===== src/sv/clu_pkg.sv =====
`timescale 1ns / 1ps
// ----------------------------------------------------------------------------
// Cache lookup and replacement package
// Shared constants, codes, state type and controller/datapath interface types.
// ----------------------------------------------------------------------------
package clu_pkg;

    localparam int unsigned MAX_LINES_DEF = 16;
    localparam int unsigned MAX_ROWS_DEF  = 4;
    localparam int unsigned ADDR_BITS_DEF = 16;

    localparam int unsigned USE_W   = 16;
    localparam int unsigned TOTAL_W = 32;
    localparam int unsigned LFSR_W  = 16;
    localparam int unsigned CFG_W   = 5;
    localparam int unsigned CIDX_W  = 3;

    localparam logic [LFSR_W-1:0] LFSR_SEED = 16'hACE1;

    localparam logic [1:0] MODE_DIRECT = 2'd1;
    localparam logic [1:0] MODE_FULL   = 2'd2;
    localparam logic [1:0] MODE_SET    = 2'd3;

    localparam logic [2:0] POL_RANDOM = 3'd1;
    localparam logic [2:0] POL_FIFO   = 3'd2;
    localparam logic [2:0] POL_LFU    = 3'd3;
    localparam logic [2:0] POL_LRU    = 3'd4;

    localparam logic [CIDX_W-1:0] CFG_MODE   = 3'd0;
    localparam logic [CIDX_W-1:0] CFG_POLICY = 3'd1;
    localparam logic [CIDX_W-1:0] CFG_LINES  = 3'd2;
    localparam logic [CIDX_W-1:0] CFG_SETS   = 3'd3;
    localparam logic [CIDX_W-1:0] CFG_WPB    = 3'd4;

    localparam logic [2:0] CFG_MODE_RST   = 3'd1;
    localparam logic [2:0] CFG_POLICY_RST = 3'd2;
    localparam logic [4:0] CFG_LINES_RST  = 5'd8;
    localparam logic [2:0] CFG_SETS_RST   = 3'd2;
    localparam logic [4:0] CFG_WPB_RST    = 5'd4;

    typedef enum logic [3:0] {
        S_IDLE,
        S_BLK_GO,
        S_BLK_WT,
        S_MOD_GO,
        S_MOD_WT,
        S_DIR_RD,
        S_DIR_CK,
        S_SCAN_RD,
        S_SCAN_CK,
        S_PICK,
        S_RND_GO,
        S_RND_WT,
        S_UPDATE,
        S_DEC_RD,
        S_DEC_WR,
        S_DONE
    } t_state;

    typedef enum logic [1:0] {
        DV_BLK,
        DV_MOD,
        DV_RAND
    } t_div_sel;

    typedef struct packed {
        logic     idle;
        logic     div_start;
        logic     div_wait;
        t_div_sel div_sel;
        logic     scan_ck;
        logic     dir_ck;
        logic     update;
        logic     dec_wr;
        logic     finish;
    } t_cmd;

    typedef struct packed {
        logic div_done;
        logic assoc;
        logic need_rand;
        logic fifo_miss;
        logic last;
        logic out_free;
    } t_status;

endpackage


===== src/sv/clu_ram.sv =====
`timescale 1ns / 1ps
// ----------------------------------------------------------------------------
// Generic RAM
// One write port and one read port with registered read data.
// ----------------------------------------------------------------------------
module clu_ram #(
    parameter int unsigned WIDTH = 16,
    parameter int unsigned DEPTH = 64,
    localparam int unsigned AW = (DEPTH > 1) ? $clog2(DEPTH) : 1
) (
    input  logic             i_clk,
    input  logic             i_we,
    input  logic [AW-1:0]    i_waddr,
    input  logic [WIDTH-1:0] i_wdata,
    input  logic [AW-1:0]    i_raddr,
    output logic [WIDTH-1:0] o_rdata
);

    logic [WIDTH-1:0] r_mem [DEPTH];
    logic [WIDTH-1:0] r_rdata;

    always_ff @(posedge i_clk) begin
        if (i_we) begin
            r_mem[i_waddr] <= i_wdata;
        end
        r_rdata <= r_mem[i_raddr];
    end

    assign o_rdata = r_rdata;

endmodule


===== src/sv/clu_div.sv =====
`timescale 1ns / 1ps
// ----------------------------------------------------------------------------
// Restoring divider
// Produces one quotient bit per cycle and flags completion for one cycle.
// ----------------------------------------------------------------------------
module clu_div #(
    parameter int unsigned DVD_W = 16,
    parameter int unsigned DVS_W = 5
) (
    input  logic             i_clk,
    input  logic             i_rst_n,
    input  logic             i_start,
    input  logic [DVD_W-1:0] i_dividend,
    input  logic [DVS_W-1:0] i_divisor,
    output logic             o_done,
    output logic [DVD_W-1:0] o_quot,
    output logic [DVS_W-1:0] o_rem
);

    localparam int unsigned CW = (DVD_W > 1) ? $clog2(DVD_W) : 1;

    logic          r_busy;
    logic          r_done;
    logic [CW-1:0] r_cnt;
    logic [DVD_W-1:0] r_quot;
    logic [DVS_W-1:0] r_rem;
    logic [DVS_W-1:0] r_dvs;
    logic [DVS_W:0]   n_shift;
    logic             n_ge;
    logic [DVS_W:0]   n_diff;

    always_comb begin
        n_shift = {r_rem, r_quot[DVD_W-1]};
        n_ge    = (n_shift >= {1'b0, r_dvs});
        n_diff  = n_shift - {1'b0, r_dvs};
    end

    always_ff @(posedge i_clk) begin
        if (!i_rst_n) begin
            r_busy <= 1'b0;
            r_done <= 1'b0;
            r_cnt  <= '0;
        end else begin
            r_done <= 1'b0;
            if (i_start) begin
                r_busy <= 1'b1;
                r_cnt  <= '0;
            end else if (r_busy) begin
                r_cnt <= r_cnt + 1'b1;
                if (r_cnt == CW'(DVD_W - 1)) begin
                    r_busy <= 1'b0;
                    r_done <= 1'b1;
                end
            end
        end
    end

    always_ff @(posedge i_clk) begin
        if (i_start) begin
            r_quot <= i_dividend;
            r_rem  <= '0;
            r_dvs  <= i_divisor;
        end else if (r_busy) begin
            r_quot <= {r_quot[DVD_W-2:0], n_ge};
            r_rem  <= n_ge ? DVS_W'(n_diff) : DVS_W'(n_shift);
        end
    end

    assign o_done = r_done;
    assign o_quot = r_quot;
    assign o_rem  = r_rem;

endmodule


===== src/sv/clu_ctrl.sv =====
`timescale 1ns / 1ps
// ----------------------------------------------------------------------------
// Cache lookup controller
// Sequences division, tag scan, victim choice, update and result hand-off.
// ----------------------------------------------------------------------------
module clu_ctrl import clu_pkg::*; (
    input  logic    i_clk,
    input  logic    i_rst_n,
    input  logic    i_valid,
    input  t_status i_sts,
    output t_cmd    o_cmd
);

    t_state r_state;
    t_state n_state;

    always_ff @(posedge i_clk) begin
        if (!i_rst_n) begin
            r_state <= S_IDLE;
        end else begin
            r_state <= n_state;
        end
    end

    always_comb begin
        n_state = r_state;
        unique case (r_state)
            S_IDLE:    if (i_valid) n_state = S_BLK_GO;
            S_BLK_GO:  n_state = S_BLK_WT;
            S_BLK_WT: begin
                if (i_sts.div_done) begin
                    n_state = S_MOD_GO;
                end
            end
            S_MOD_GO:  n_state = S_MOD_WT;
            S_MOD_WT: begin
                if (i_sts.div_done) begin
                    n_state = i_sts.assoc ? S_SCAN_RD : S_DIR_RD;
                end
            end
            S_DIR_RD:  n_state = S_DIR_CK;
            S_DIR_CK:  n_state = S_DONE;
            S_SCAN_RD: n_state = S_SCAN_CK;
            S_SCAN_CK: n_state = i_sts.last ? S_PICK : S_SCAN_RD;
            S_PICK:    n_state = i_sts.need_rand ? S_RND_GO : S_UPDATE;
            S_RND_GO:  n_state = S_RND_WT;
            S_RND_WT: begin
                if (i_sts.div_done) begin
                    n_state = S_UPDATE;
                end
            end
            S_UPDATE:  n_state = i_sts.fifo_miss ? S_DEC_RD : S_DONE;
            S_DEC_RD:  n_state = S_DEC_WR;
            S_DEC_WR:  n_state = i_sts.last ? S_DONE : S_DEC_RD;
            S_DONE:    if (i_sts.out_free) n_state = S_IDLE;
            default:   n_state = S_IDLE;
        endcase
    end

    always_comb begin
        o_cmd         = '0;
        o_cmd.div_sel = DV_BLK;
        unique case (r_state)
            S_IDLE:    o_cmd.idle = 1'b1;
            S_BLK_GO:  o_cmd.div_start = 1'b1;
            S_BLK_WT:  o_cmd.div_wait = 1'b1;
            S_MOD_GO: begin
                o_cmd.div_start = 1'b1;
                o_cmd.div_sel   = DV_MOD;
            end
            S_MOD_WT: begin
                o_cmd.div_wait = 1'b1;
                o_cmd.div_sel  = DV_MOD;
            end
            S_DIR_CK:  o_cmd.dir_ck = 1'b1;
            S_SCAN_CK: o_cmd.scan_ck = 1'b1;
            S_RND_GO: begin
                o_cmd.div_start = 1'b1;
                o_cmd.div_sel   = DV_RAND;
            end
            S_RND_WT: begin
                o_cmd.div_wait = 1'b1;
                o_cmd.div_sel  = DV_RAND;
            end
            S_UPDATE:  o_cmd.update = 1'b1;
            S_DEC_WR:  o_cmd.dec_wr = 1'b1;
            S_DONE:    o_cmd.finish = i_sts.out_free;
            default: begin
            end
        endcase
    end

endmodule


===== src/sv/clu_dp.sv =====
`timescale 1ns / 1ps
// ----------------------------------------------------------------------------
// Cache lookup datapath
// Configuration, divider, tag and usage stores, scan logic and result register.
// ----------------------------------------------------------------------------
module clu_dp import clu_pkg::*; #(
    parameter int unsigned MAX_LINES = MAX_LINES_DEF,
    parameter int unsigned MAX_ROWS  = MAX_ROWS_DEF,
    parameter int unsigned ADDR_BITS = ADDR_BITS_DEF,
    localparam int unsigned ROW_W  = (MAX_ROWS > 1) ? $clog2(MAX_ROWS) : 1,
    localparam int unsigned LINE_W = (MAX_LINES > 1) ? $clog2(MAX_LINES) : 1
) (
    input  logic                 i_clk,
    input  logic                 i_rst_n,
    input  t_cmd                 i_cmd,
    output t_status              o_sts,
    input  logic                 i_valid,
    input  logic [ADDR_BITS-1:0] i_word_address,
    input  logic                 i_cfg_valid,
    input  logic [CIDX_W-1:0]    i_cfg_index,
    input  logic [CFG_W-1:0]     i_cfg_data,
    output logic                 o_cfg_ready,
    input  logic                 i_ready,
    output logic                 o_valid,
    output logic                 o_is_hit,
    output logic [ADDR_BITS-1:0] o_block_number,
    output logic [ROW_W-1:0]     o_row_index,
    output logic [LINE_W-1:0]    o_entry_index,
    output logic [TOTAL_W-1:0]   o_hit_total,
    output logic [TOTAL_W-1:0]   o_miss_total
);

    localparam int unsigned STORE = MAX_LINES * MAX_ROWS;
    localparam int unsigned SAW   = (STORE > 1) ? $clog2(STORE) : 1;
    localparam int unsigned CNT_W = $clog2(MAX_LINES + 1);
    localparam int unsigned SET_W = $clog2(MAX_ROWS + 1);
    localparam int unsigned LC_W  = (CNT_W > CFG_W) ? CNT_W : CFG_W;
    localparam int unsigned SC_W  = (SET_W > 3) ? SET_W : 3;
    localparam int unsigned DVD_W = (ADDR_BITS > LFSR_W) ? ADDR_BITS : LFSR_W;
    localparam int unsigned DV0_W = (CNT_W > SET_W) ? CNT_W : SET_W;
    localparam int unsigned DVS_W = (DV0_W > CFG_W) ? DV0_W : CFG_W;

    logic [1:0]       r_mode;
    logic [2:0]       r_pol;
    logic [4:0]       r_lines_cfg;
    logic [2:0]       r_sets_cfg;
    logic [4:0]       r_wpb;

    logic [ADDR_BITS-1:0] r_addr;
    logic [ADDR_BITS-1:0] r_block;
    logic [ROW_W-1:0]     r_row;
    logic [LINE_W-1:0]    r_idx;
    logic [LINE_W-1:0]    r_entry;
    logic                 r_hit;
    logic                 r_free_ok;
    logic [LINE_W-1:0]    r_free_i;
    logic [LINE_W-1:0]    r_min_i;
    logic [USE_W-1:0]     r_min_v;
    logic [USE_W-1:0]     r_hit_use;
    logic [LFSR_W-1:0]    r_lfsr;
    logic [TOTAL_W-1:0]   r_hits;
    logic [TOTAL_W-1:0]   r_misses;
    logic [STORE-1:0]     r_valid;
    logic [STORE-1:0]     r_uv;
    logic                 r_v_rd;
    logic                 r_uv_rd;
    logic                 r_out_valid;
    logic                 r_out_hit;
    logic [ADDR_BITS-1:0] r_out_block;
    logic [ROW_W-1:0]     r_out_row;
    logic [LINE_W-1:0]    r_out_entry;
    logic [TOTAL_W-1:0]   r_out_hits;
    logic [TOTAL_W-1:0]   r_out_misses;

    logic [CNT_W-1:0]  lines;
    logic [SET_W-1:0]  sets;
    logic [2:0]        pol;
    logic              assoc;
    logic              accept;
    logic [LFSR_W-1:0] lfsr_nxt;
    logic [DVD_W-1:0]  div_dvd;
    logic [DVS_W-1:0]  div_dvs;
    logic              div_done;
    logic [DVD_W-1:0]  div_quot;
    logic [DVS_W-1:0]  div_rem;
    logic [SAW-1:0]    rd_addr;
    logic [SAW-1:0]    ent_addr;
    logic [LINE_W-1:0] ent_sel;
    logic [LINE_W-1:0] ent_miss;
    logic [ADDR_BITS-1:0] tag_rd;
    logic [USE_W-1:0]  use_rd;
    logic [USE_W-1:0]  use_now;
    logic [USE_W-1:0]  use_dec;
    logic [USE_W-1:0]  use_eff;
    logic [USE_W-1:0]  use_lines;
    logic              match;
    logic              tag_we;
    logic [SAW-1:0]    tag_waddr;
    logic              use_we;
    logic [SAW-1:0]    use_waddr;
    logic [USE_W-1:0]  use_wdata;
    logic              out_free;
    logic [TOTAL_W-1:0] n_hits;
    logic [TOTAL_W-1:0] n_misses;

    always_comb begin
        if (r_lines_cfg == '0) begin
            lines = CNT_W'(1);
        end else if (LC_W'(r_lines_cfg) > LC_W'(MAX_LINES)) begin
            lines = CNT_W'(MAX_LINES);
        end else begin
            lines = CNT_W'(r_lines_cfg);
        end
        if (r_sets_cfg == '0) begin
            sets = SET_W'(1);
        end else if (SC_W'(r_sets_cfg) > SC_W'(MAX_ROWS)) begin
            sets = SET_W'(MAX_ROWS);
        end else begin
            sets = SET_W'(r_sets_cfg);
        end
        if (r_pol == POL_RANDOM || r_pol == POL_LFU || r_pol == POL_LRU) begin
            pol = r_pol;
        end else begin
            pol = POL_FIFO;
        end
    end

    assign assoc     = (r_mode == MODE_FULL) || (r_mode == MODE_SET);
    assign accept    = i_valid && i_cmd.idle;
    assign use_lines = USE_W'(lines);
    assign lfsr_nxt  = {r_lfsr[0] ^ r_lfsr[2] ^ r_lfsr[3] ^ r_lfsr[5], r_lfsr[LFSR_W-1:1]};

    always_ff @(posedge i_clk) begin
        if (!i_rst_n) begin
            r_mode      <= CFG_MODE_RST[1:0];
            r_pol       <= CFG_POLICY_RST;
            r_lines_cfg <= CFG_LINES_RST;
            r_sets_cfg  <= CFG_SETS_RST;
            r_wpb       <= CFG_WPB_RST;
        end else if (i_cfg_valid) begin
            unique case (i_cfg_index)
                CFG_MODE:   r_mode      <= i_cfg_data[1:0];
                CFG_POLICY: r_pol       <= i_cfg_data[2:0];
                CFG_LINES:  r_lines_cfg <= i_cfg_data;
                CFG_SETS:   r_sets_cfg  <= i_cfg_data[2:0];
                CFG_WPB:    r_wpb       <= i_cfg_data;
                default: begin
                end
            endcase
        end
    end

    assign o_cfg_ready = 1'b1;

    always_comb begin
        unique case (i_cmd.div_sel)
            DV_BLK: begin
                div_dvd = DVD_W'(r_addr);
                div_dvs = (r_wpb == '0) ? DVS_W'(1) : DVS_W'(r_wpb);
            end
            DV_MOD: begin
                div_dvd = DVD_W'(r_block);
                div_dvs = (r_mode == MODE_SET) ? DVS_W'(sets) : DVS_W'(lines);
            end
            DV_RAND: begin
                div_dvd = DVD_W'(lfsr_nxt);
                div_dvs = DVS_W'(lines);
            end
            default: begin
                div_dvd = DVD_W'(r_addr);
                div_dvs = DVS_W'(1);
            end
        endcase
    end

    clu_div #(
        .DVD_W (DVD_W),
        .DVS_W (DVS_W)
    ) u_div (
        .i_clk      (i_clk),
        .i_rst_n    (i_rst_n),
        .i_start    (i_cmd.div_start),
        .i_dividend (div_dvd),
        .i_divisor  (div_dvs),
        .o_done     (div_done),
        .o_quot     (div_quot),
        .o_rem      (div_rem)
    );

    assign rd_addr  = SAW'(SAW'(r_row) * SAW'(MAX_LINES)) + SAW'(r_idx);
    assign ent_miss = r_free_ok ? r_free_i : ((pol == POL_RANDOM) ? r_entry : r_min_i);
    assign ent_sel  = r_hit ? r_entry : ent_miss;
    assign ent_addr = SAW'(SAW'(r_row) * SAW'(MAX_LINES)) + SAW'(ent_sel);

    clu_ram #(
        .WIDTH (ADDR_BITS),
        .DEPTH (STORE)
    ) u_tag_ram (
        .i_clk   (i_clk),
        .i_we    (tag_we),
        .i_waddr (tag_waddr),
        .i_wdata (r_block),
        .i_raddr (rd_addr),
        .o_rdata (tag_rd)
    );

    clu_ram #(
        .WIDTH (USE_W),
        .DEPTH (STORE)
    ) u_use_ram (
        .i_clk   (i_clk),
        .i_we    (use_we),
        .i_waddr (use_waddr),
        .i_wdata (use_wdata),
        .i_raddr (rd_addr),
        .o_rdata (use_rd)
    );

    always_comb begin
        use_now = r_uv_rd ? use_rd : '0;
        use_dec = (use_now == '0) ? '0 : use_now - 1'b1;
        use_eff = (pol == POL_LRU) ? use_dec : use_now;
        match   = r_v_rd && (tag_rd == r_block);
    end

    always_comb begin
        tag_we    = 1'b0;
        tag_waddr = rd_addr;
        if (i_cmd.dir_ck && !match) begin
            tag_we = 1'b1;
        end else if (i_cmd.update && !r_hit) begin
            tag_we    = 1'b1;
            tag_waddr = ent_addr;
        end
    end

    always_comb begin
        use_we    = 1'b0;
        use_waddr = rd_addr;
        use_wdata = use_dec;
        if (i_cmd.scan_ck && pol == POL_LRU) begin
            use_we = 1'b1;
        end else if (i_cmd.dec_wr) begin
            use_we = 1'b1;
            if (r_idx == r_entry) begin
                use_wdata = use_lines - 1'b1;
            end
        end else if (i_cmd.update) begin
            use_waddr = ent_addr;
            if (pol == POL_LRU) begin
                use_we    = 1'b1;
                use_wdata = use_lines;
            end else if (pol == POL_LFU) begin
                use_we = 1'b1;
                if (!r_hit) begin
                    use_wdata = USE_W'(1);
                end else if (r_hit_use == '1) begin
                    use_wdata = r_hit_use;
                end else begin
                    use_wdata = r_hit_use + 1'b1;
                end
            end
        end
    end

    always_ff @(posedge i_clk) begin
        if (!i_rst_n) begin
            r_valid <= '0;
            r_uv    <= '0;
            r_lfsr  <= LFSR_SEED;
        end else begin
            if (tag_we) begin
                r_valid[tag_waddr] <= 1'b1;
            end
            if (use_we) begin
                r_uv[use_waddr] <= 1'b1;
            end
            if (i_cmd.div_start && i_cmd.div_sel == DV_RAND) begin
                r_lfsr <= lfsr_nxt;
            end
        end
    end

    always_ff @(posedge i_clk) begin
        r_v_rd  <= r_valid[rd_addr];
        r_uv_rd <= r_uv[rd_addr];
        if (accept) begin
            r_addr    <= i_word_address;
            r_row     <= '0;
            r_idx     <= '0;
            r_hit     <= 1'b0;
            r_free_ok <= 1'b0;
        end
        if (i_cmd.div_wait && div_done) begin
            unique case (i_cmd.div_sel)
                DV_BLK: r_block <= ADDR_BITS'(div_quot);
                DV_MOD: begin
                    if (assoc) begin
                        r_row <= (r_mode == MODE_SET) ? ROW_W'(div_rem) : '0;
                    end else begin
                        r_entry <= LINE_W'(div_rem);
                        r_idx   <= LINE_W'(div_rem);
                    end
                end
                DV_RAND: r_entry <= LINE_W'(div_rem);
                default: begin
                end
            endcase
        end
        if (i_cmd.dir_ck) begin
            r_hit <= match;
        end
        if (i_cmd.scan_ck) begin
            r_idx <= r_idx + 1'b1;
            if (!r_hit && match) begin
                r_hit     <= 1'b1;
                r_entry   <= r_idx;
                r_hit_use <= use_now;
            end else if (!r_hit && !r_free_ok && !r_v_rd) begin
                r_free_ok <= 1'b1;
                r_free_i  <= r_idx;
            end
            if (r_idx == '0 || use_eff < r_min_v) begin
                r_min_v <= use_eff;
                r_min_i <= r_idx;
            end
        end
        if (i_cmd.update) begin
            r_entry <= ent_sel;
            r_idx   <= '0;
        end
        if (i_cmd.dec_wr) begin
            r_idx <= r_idx + 1'b1;
        end
    end

    assign out_free = !r_out_valid || i_ready;

    always_comb begin
        n_hits   = r_hits;
        n_misses = r_misses;
        if (r_hit) begin
            if (r_hits != '1) begin
                n_hits = r_hits + 1'b1;
            end
        end else if (r_misses != '1) begin
            n_misses = r_misses + 1'b1;
        end
    end

    always_ff @(posedge i_clk) begin
        if (!i_rst_n) begin
            r_out_valid <= 1'b0;
            r_hits      <= '0;
            r_misses    <= '0;
        end else begin
            if (i_cmd.finish) begin
                r_out_valid <= 1'b1;
                r_hits      <= n_hits;
                r_misses    <= n_misses;
            end else if (i_ready) begin
                r_out_valid <= 1'b0;
            end
        end
    end

    always_ff @(posedge i_clk) begin
        if (i_cmd.finish) begin
            r_out_hit    <= r_hit;
            r_out_block  <= r_block;
            r_out_row    <= r_row;
            r_out_entry  <= r_entry;
            r_out_hits   <= n_hits;
            r_out_misses <= n_misses;
        end
    end

    always_comb begin
        o_sts.div_done  = div_done;
        o_sts.assoc     = assoc;
        o_sts.need_rand = !r_hit && !r_free_ok && (pol == POL_RANDOM);
        o_sts.fifo_miss = !r_hit && (pol == POL_FIFO);
        o_sts.last      = (CNT_W'(r_idx) == lines - 1'b1);
        o_sts.out_free  = out_free;
    end

    assign o_valid        = r_out_valid;
    assign o_is_hit       = r_out_hit;
    assign o_block_number = r_out_block;
    assign o_row_index    = r_out_row;
    assign o_entry_index  = r_out_entry;
    assign o_hit_total    = r_out_hits;
    assign o_miss_total   = r_out_misses;

endmodule


===== src/sv/cache_lookup_replacement_unit.sv =====
`timescale 1ns / 1ps
// Divisions use a dividend DVD_W bits wide, the wider of ADDR_BITS and 16.
// Direct mapped: two divisions, then a tag read, a tag check and the result hand-off.
// Associative: two divisions, a tag scan over every configured line, a victim pick and an update,
// plus one division for a random victim and a stamp pass over every line for a FIFO miss.
// One transaction in flight; the next is accepted only once the controller is back in idle after the result is loaded.
// Synchronous active-low reset clears valid bits and counters, reseeds the LFSR and restores configuration defaults.
// ----------------------------------------------------------------------------
// Cache lookup and replacement unit
// Top level joining the controller and the datapath.
// ----------------------------------------------------------------------------
module cache_lookup_replacement_unit import clu_pkg::*; #(
    parameter int unsigned MAX_LINES = MAX_LINES_DEF,
    parameter int unsigned MAX_ROWS  = MAX_ROWS_DEF,
    parameter int unsigned ADDR_BITS = ADDR_BITS_DEF,
    localparam int unsigned ROW_W  = (MAX_ROWS > 1) ? $clog2(MAX_ROWS) : 1,
    localparam int unsigned LINE_W = (MAX_LINES > 1) ? $clog2(MAX_LINES) : 1
) (
    input  logic                 i_clk,
    input  logic                 i_rst_n,
    input  logic                 i_valid,
    output logic                 o_ready,
    input  logic [ADDR_BITS-1:0] i_word_address,
    input  logic                 i_cfg_valid,
    output logic                 o_cfg_ready,
    input  logic [CIDX_W-1:0]    i_cfg_index,
    input  logic [CFG_W-1:0]     i_cfg_data,
    output logic                 o_valid,
    input  logic                 i_ready,
    output logic                 o_is_hit,
    output logic [ADDR_BITS-1:0] o_block_number,
    output logic [ROW_W-1:0]     o_row_index,
    output logic [LINE_W-1:0]    o_entry_index,
    output logic [TOTAL_W-1:0]   o_hit_total,
    output logic [TOTAL_W-1:0]   o_miss_total
);

    t_cmd    cmd;
    t_status sts;

    clu_ctrl u_ctrl (
        .i_clk   (i_clk),
        .i_rst_n (i_rst_n),
        .i_valid (i_valid),
        .i_sts   (sts),
        .o_cmd   (cmd)
    );

    clu_dp #(
        .MAX_LINES (MAX_LINES),
        .MAX_ROWS  (MAX_ROWS),
        .ADDR_BITS (ADDR_BITS)
    ) u_dp (
        .i_clk          (i_clk),
        .i_rst_n        (i_rst_n),
        .i_cmd          (cmd),
        .o_sts          (sts),
        .i_valid        (i_valid),
        .i_word_address (i_word_address),
        .i_cfg_valid    (i_cfg_valid),
        .i_cfg_index    (i_cfg_index),
        .i_cfg_data     (i_cfg_data),
        .o_cfg_ready    (o_cfg_ready),
        .i_ready        (i_ready),
        .o_valid        (o_valid),
        .o_is_hit       (o_is_hit),
        .o_block_number (o_block_number),
        .o_row_index    (o_row_index),
        .o_entry_index  (o_entry_index),
        .o_hit_total    (o_hit_total),
        .o_miss_total   (o_miss_total)
    );

    assign o_ready = cmd.idle;

endmodule


===== config.mk =====
export PLATFORM = sky130hd
export DESIGN_NAME = cache_lookup_replacement_unit
export DESIGN_NICKNAME = d
export VERILOG_FILES = /design/src/sv/clu_pkg.sv /design/src/sv/clu_ram.sv /design/src/sv/clu_div.sv /design/src/sv/clu_ctrl.sv /design/src/sv/clu_dp.sv /design/src/sv/cache_lookup_replacement_unit.sv
export SDC_FILE = /design/constraint.sdc
export NUM_CORES = 2
export LEC_CHECK = 0
export ABC_AREA = 1
export BUFFER_PORTS_ARGS = -buffer_cell sky130_fd_sc_hd__buf_2
export CAP_MARGIN = 10
export CORE_AREA = 2 2 479 481
export CTS_BUF_LIST = sky130_fd_sc_hd__clkbuf_8 sky130_fd_sc_hd__clkbuf_16
export DETAILED_ROUTE_END_ITERATION = 7
export DIE_AREA = 0 0 481 483
export PLACE_DENSITY = 0.56
export SETUP_SLACK_MARGIN = 0.3
export SYNTH_ARGS = -nofsm -noshare
export SYNTH_HDL_FRONTEND = slang
export SYNTH_SLANG_ARGS = --single-unit
export TNS_END_PERCENT = 50

===== constraint.sdc =====
create_clock -name i_clk -period 12.1 [get_ports i_clk]
set_input_delay 1.815 -clock i_clk [delete_from_list [all_inputs] [get_ports i_clk]]
set_output_delay 1.815 -clock i_clk [all_outputs]
set_load 0.05 [all_outputs]

==> out/qor.yml <==
run_status:
  status: "completed"
sta:
  period_needed_ns: 4.63
  skew_ns: 0.0447
  relSlewSlack_pct: 13.4
  worst_pin_slew_ns: 1.29
  setup_tns_ns: 0
  fmax_ghz: 0.216
  rsz0062_at_grt: "no"
  setup_violations: 0
  hold_ws_ns: 0.452
  period_share_pct: 38.2
  finalMaxSlewViolations: 0
  hold_viol: 0
global_routing:
  grt_antenna_before_repair: 9
  grt_pass1_wl_um: 424000
  grt_start_max_net_pins: 213
  grt_pass1_vias: 64135
  grtUsageTotal_pct: 24.1
  gr-total-overflow: 0
yosys:
  async_flop_share_pct: 0
  yosys.cell_types.count: 60
  syn_nets: 8526
  synth-warning-count: 0
  syn_avg_cell_area_um2: 12.0
  ys_ff_latch: 2516
  syn_area_mm2: 0.102
  ys.flop_type: "edfxtp_1"
  syn_inst: 8463
  synth-seq-area-share_pct: 71.4
  synth_edf_count: 2228
setup_path:
  critPathMaxFanout: 23
  cp.arrival_ns: 5.25
  max_stage_delay_ns: 0.74
  critPathSlowestCell: "dfxtp_1"
  path_cells: "nand2_1, ha_1, nand3_1, nor2_1, nand2_1, clkinv_1, a21oi_1, o21ai_0, o21ai_0, ha_1, nand2_1, nor2_1, a211oi_1, o221a_2, nand2_1, a21oi_2, buf_8"
  worst-path-buf-inv: 2
  cp_data_required_time_ns: 12.73
  crit_family: "compound AO/OA/AOI/OAI gates"
  endpoint_kind: "flop"
  path_class: "reg -> reg"
  start_kind: "flop"
  crit_top_cell: "nand2_1"
run:
  maxCapViolCount: 0
drt:
  vias: 68325
  dr.pass1.iters: 6
  wirelength_um: 288000
  vias_per_cell: 5.86
  antenna_left: 0
  drt_iter0_markers: 7711
  route.detailed.drc: 0
  drt-wirelength-per-cell_um: 24.7
clock_tree:
  cts_buffers: 283
  ctsResizeCount: 0
  clkTransAtPathRegs_ns: 0.06
  cts_sinks: 2516
  cts_root_buf: "clkbuf_16"
  ctsHtreeMaxLevel: 5
  cts_hold_buffers: 0
  clk_path_buf_depth: 4
  post_cts_buffers: 0
  insertion_delay_ns: 0.93
  cts_tree: "done"
placed_design:
  globalplace.congestion: 0.900
  dp_hpwl_um: 160000
  io_buffers: 117
power:
  p_per_area_mw_per_mm2: 159
  switching_share_pct: 21.0
  p_seq_share_pct: 52.4
  comb_power_share_pct: 2.9
  p_total_w: 0.0182
  p_leak_nw: 39.1
  vdd_drop_max_mv: 0.160
  power.internal_w: 0.0144
  power.share.clock_pct: 44.6
  p_sw_w: 0.00382
layout:
  fin_util_pct: 50.3
  final_common_cell: "edfxtp_1"
  drive_above_1_share_pct: 8.90
  final_nets: 8518
  layout_common_cells: "edfxtp_1, nor2_1, o21ai_0"
  syn_to_final_growth_pct: 12.2
floorplan:
  initial_core_util_pct: 44.9
  rows: 175
  dieArea_mm2: 0.232
  ios: 119
  core_mm2: 0.227
  die_w_um: 481
  die_h_um: 483
worst_hold_path:
  hold_path.class: "reg -> reg"
## cell usage after synthesis (9+ instances only)
master    count  share of area, %
inv_2        16             0.059
o21a_1       11             0.081
o211ai_1    194               1.4
nor2_1     1430               5.3
a21oi_1     199              0.98
nand3_1     232               1.1
inv_1       430               1.6
nor3_1       67              0.33
o21ai_0    1311               6.4
buf_2        18             0.088
dfxtp_1     288               5.7
nor4_1       16             0.098
nand4_1      57              0.35
o21ai_1      10             0.049
edfxtp_1   2228                66
xor2_1       80              0.69
nor2_2       14             0.086
nand2_1     656               2.4
clkbuf_1    495               1.8
buf_1        27              0.10
ha_1         33              0.41
xnor2_1       9             0.077
o221ai_1    367               3.2
o31ai_1      10             0.074
or2_2        10             0.061
o22ai_1     174               1.1
## per-layer routing
layer | track usage [%] | vias to the layer above | wire length [um]
met2 | 35.7 | 2739 | 127000
met3 | 4.82 | 373 | 25000
met1 | 36.5 | 34224 | 129000
li1 | - | 30989 | -
met5 | 0 | - | 0
met4 | 5.73 | 0 | 5750
## flip-flops by register name, indices dropped and copies added (netlist names), 32 cells and up
name,count
u_dp.r_hits,32
u_dp.u_tag_ram.r_mem,1024
u_dp.u_use_ram.r_mem,1024
u_dp.r_misses,32
u_dp.o_miss_total,32
u_dp.r_valid,64
u_dp.o_hit_total,32
u_dp.r_uv,64
## final timing paths
kind	from	endpoint	slack [ns]	depth (start not counted)
max	u_dp.r_uv_rd	u_dp.r_min_i[2]	7.47	17
min	u_dp.u_div.o_quot[8]	u_dp.r_block[8]	0.45	0
max reg2reg	u_dp.r_uv_rd	u_dp.r_min_i[2]	7.47	17
min reg2reg	u_dp.u_div.o_quot[8]	u_dp.r_block[8]	0.45	0
## cell families (layout without fill, tap and decap cells)
logic type | count (synthesis) | in the layout | synth area share [%]
DFF | 2516 | 2516 | 71.4
and+or+nand+nor | 2511 | 2511 | 10.1
AOI/OAI and AO/OA | 2316 | 2316 | 13.6
buffers and inverters | 996 | 1186 | 3.73
xor gates and xnor gates | 89 | 89 | 0.766
adders and majority gates | 34 | 34 | 0.425
other | 1 | 5 | 0.00368
## power by group through the flow
| stage | registers (W) | clock network, W | logic (W) |
|---|---|---|---|
| 3_5_place_dp | 0.00972 | 0 | 0.000526 |
| 2_1_floorplan | 0.00970 | 0 | 0.000333 |
| 4_1_cts | 0.00954 | 0.00825 | 0.000529 |
| 6_report | 0.00954 | 0.00812 | 0.000533 |
| 3_3_place_gp | 0.00972 | 0 | 0.000518 |
| 5_1_grt | 0.00954 | 0.00861 | 0.000586 |
## final cells by class
| class | instances | area (um^2) |
|---|---|---|
| fillers | 19711 | 113000 |
| clock inverters | 176 | 1240 |
| inverters | 452 | 1740 |
| repair buffers | 251 | 1690 |
| diodes | 4 | 10.0 |
| multi-input cells | 4951 | 25600 |
| well taps | 3009 | 3760 |
| flip-flops and latches | 2516 | 72700 |
| clock buffers | 307 | 7450 |
## metrics by stage
| stage | worst slack [ns] | cells | instance area, um^2 |
|---|---|---|---|
| after floorplan | 5.44 | 8463 | 102000 |
| after global placement | 7.21 | 11178 | 105000 |
| after detailed placement | 7.18 | 11178 | 105000 |
| after CTS | 7.17 | 11661 | 114000 |
| after global routing | 6.96 | 11664 | 114000 |
| final | 7.47 | 11666 | 114000 |
Note: power is estimated with default switching activity, not from simulation.
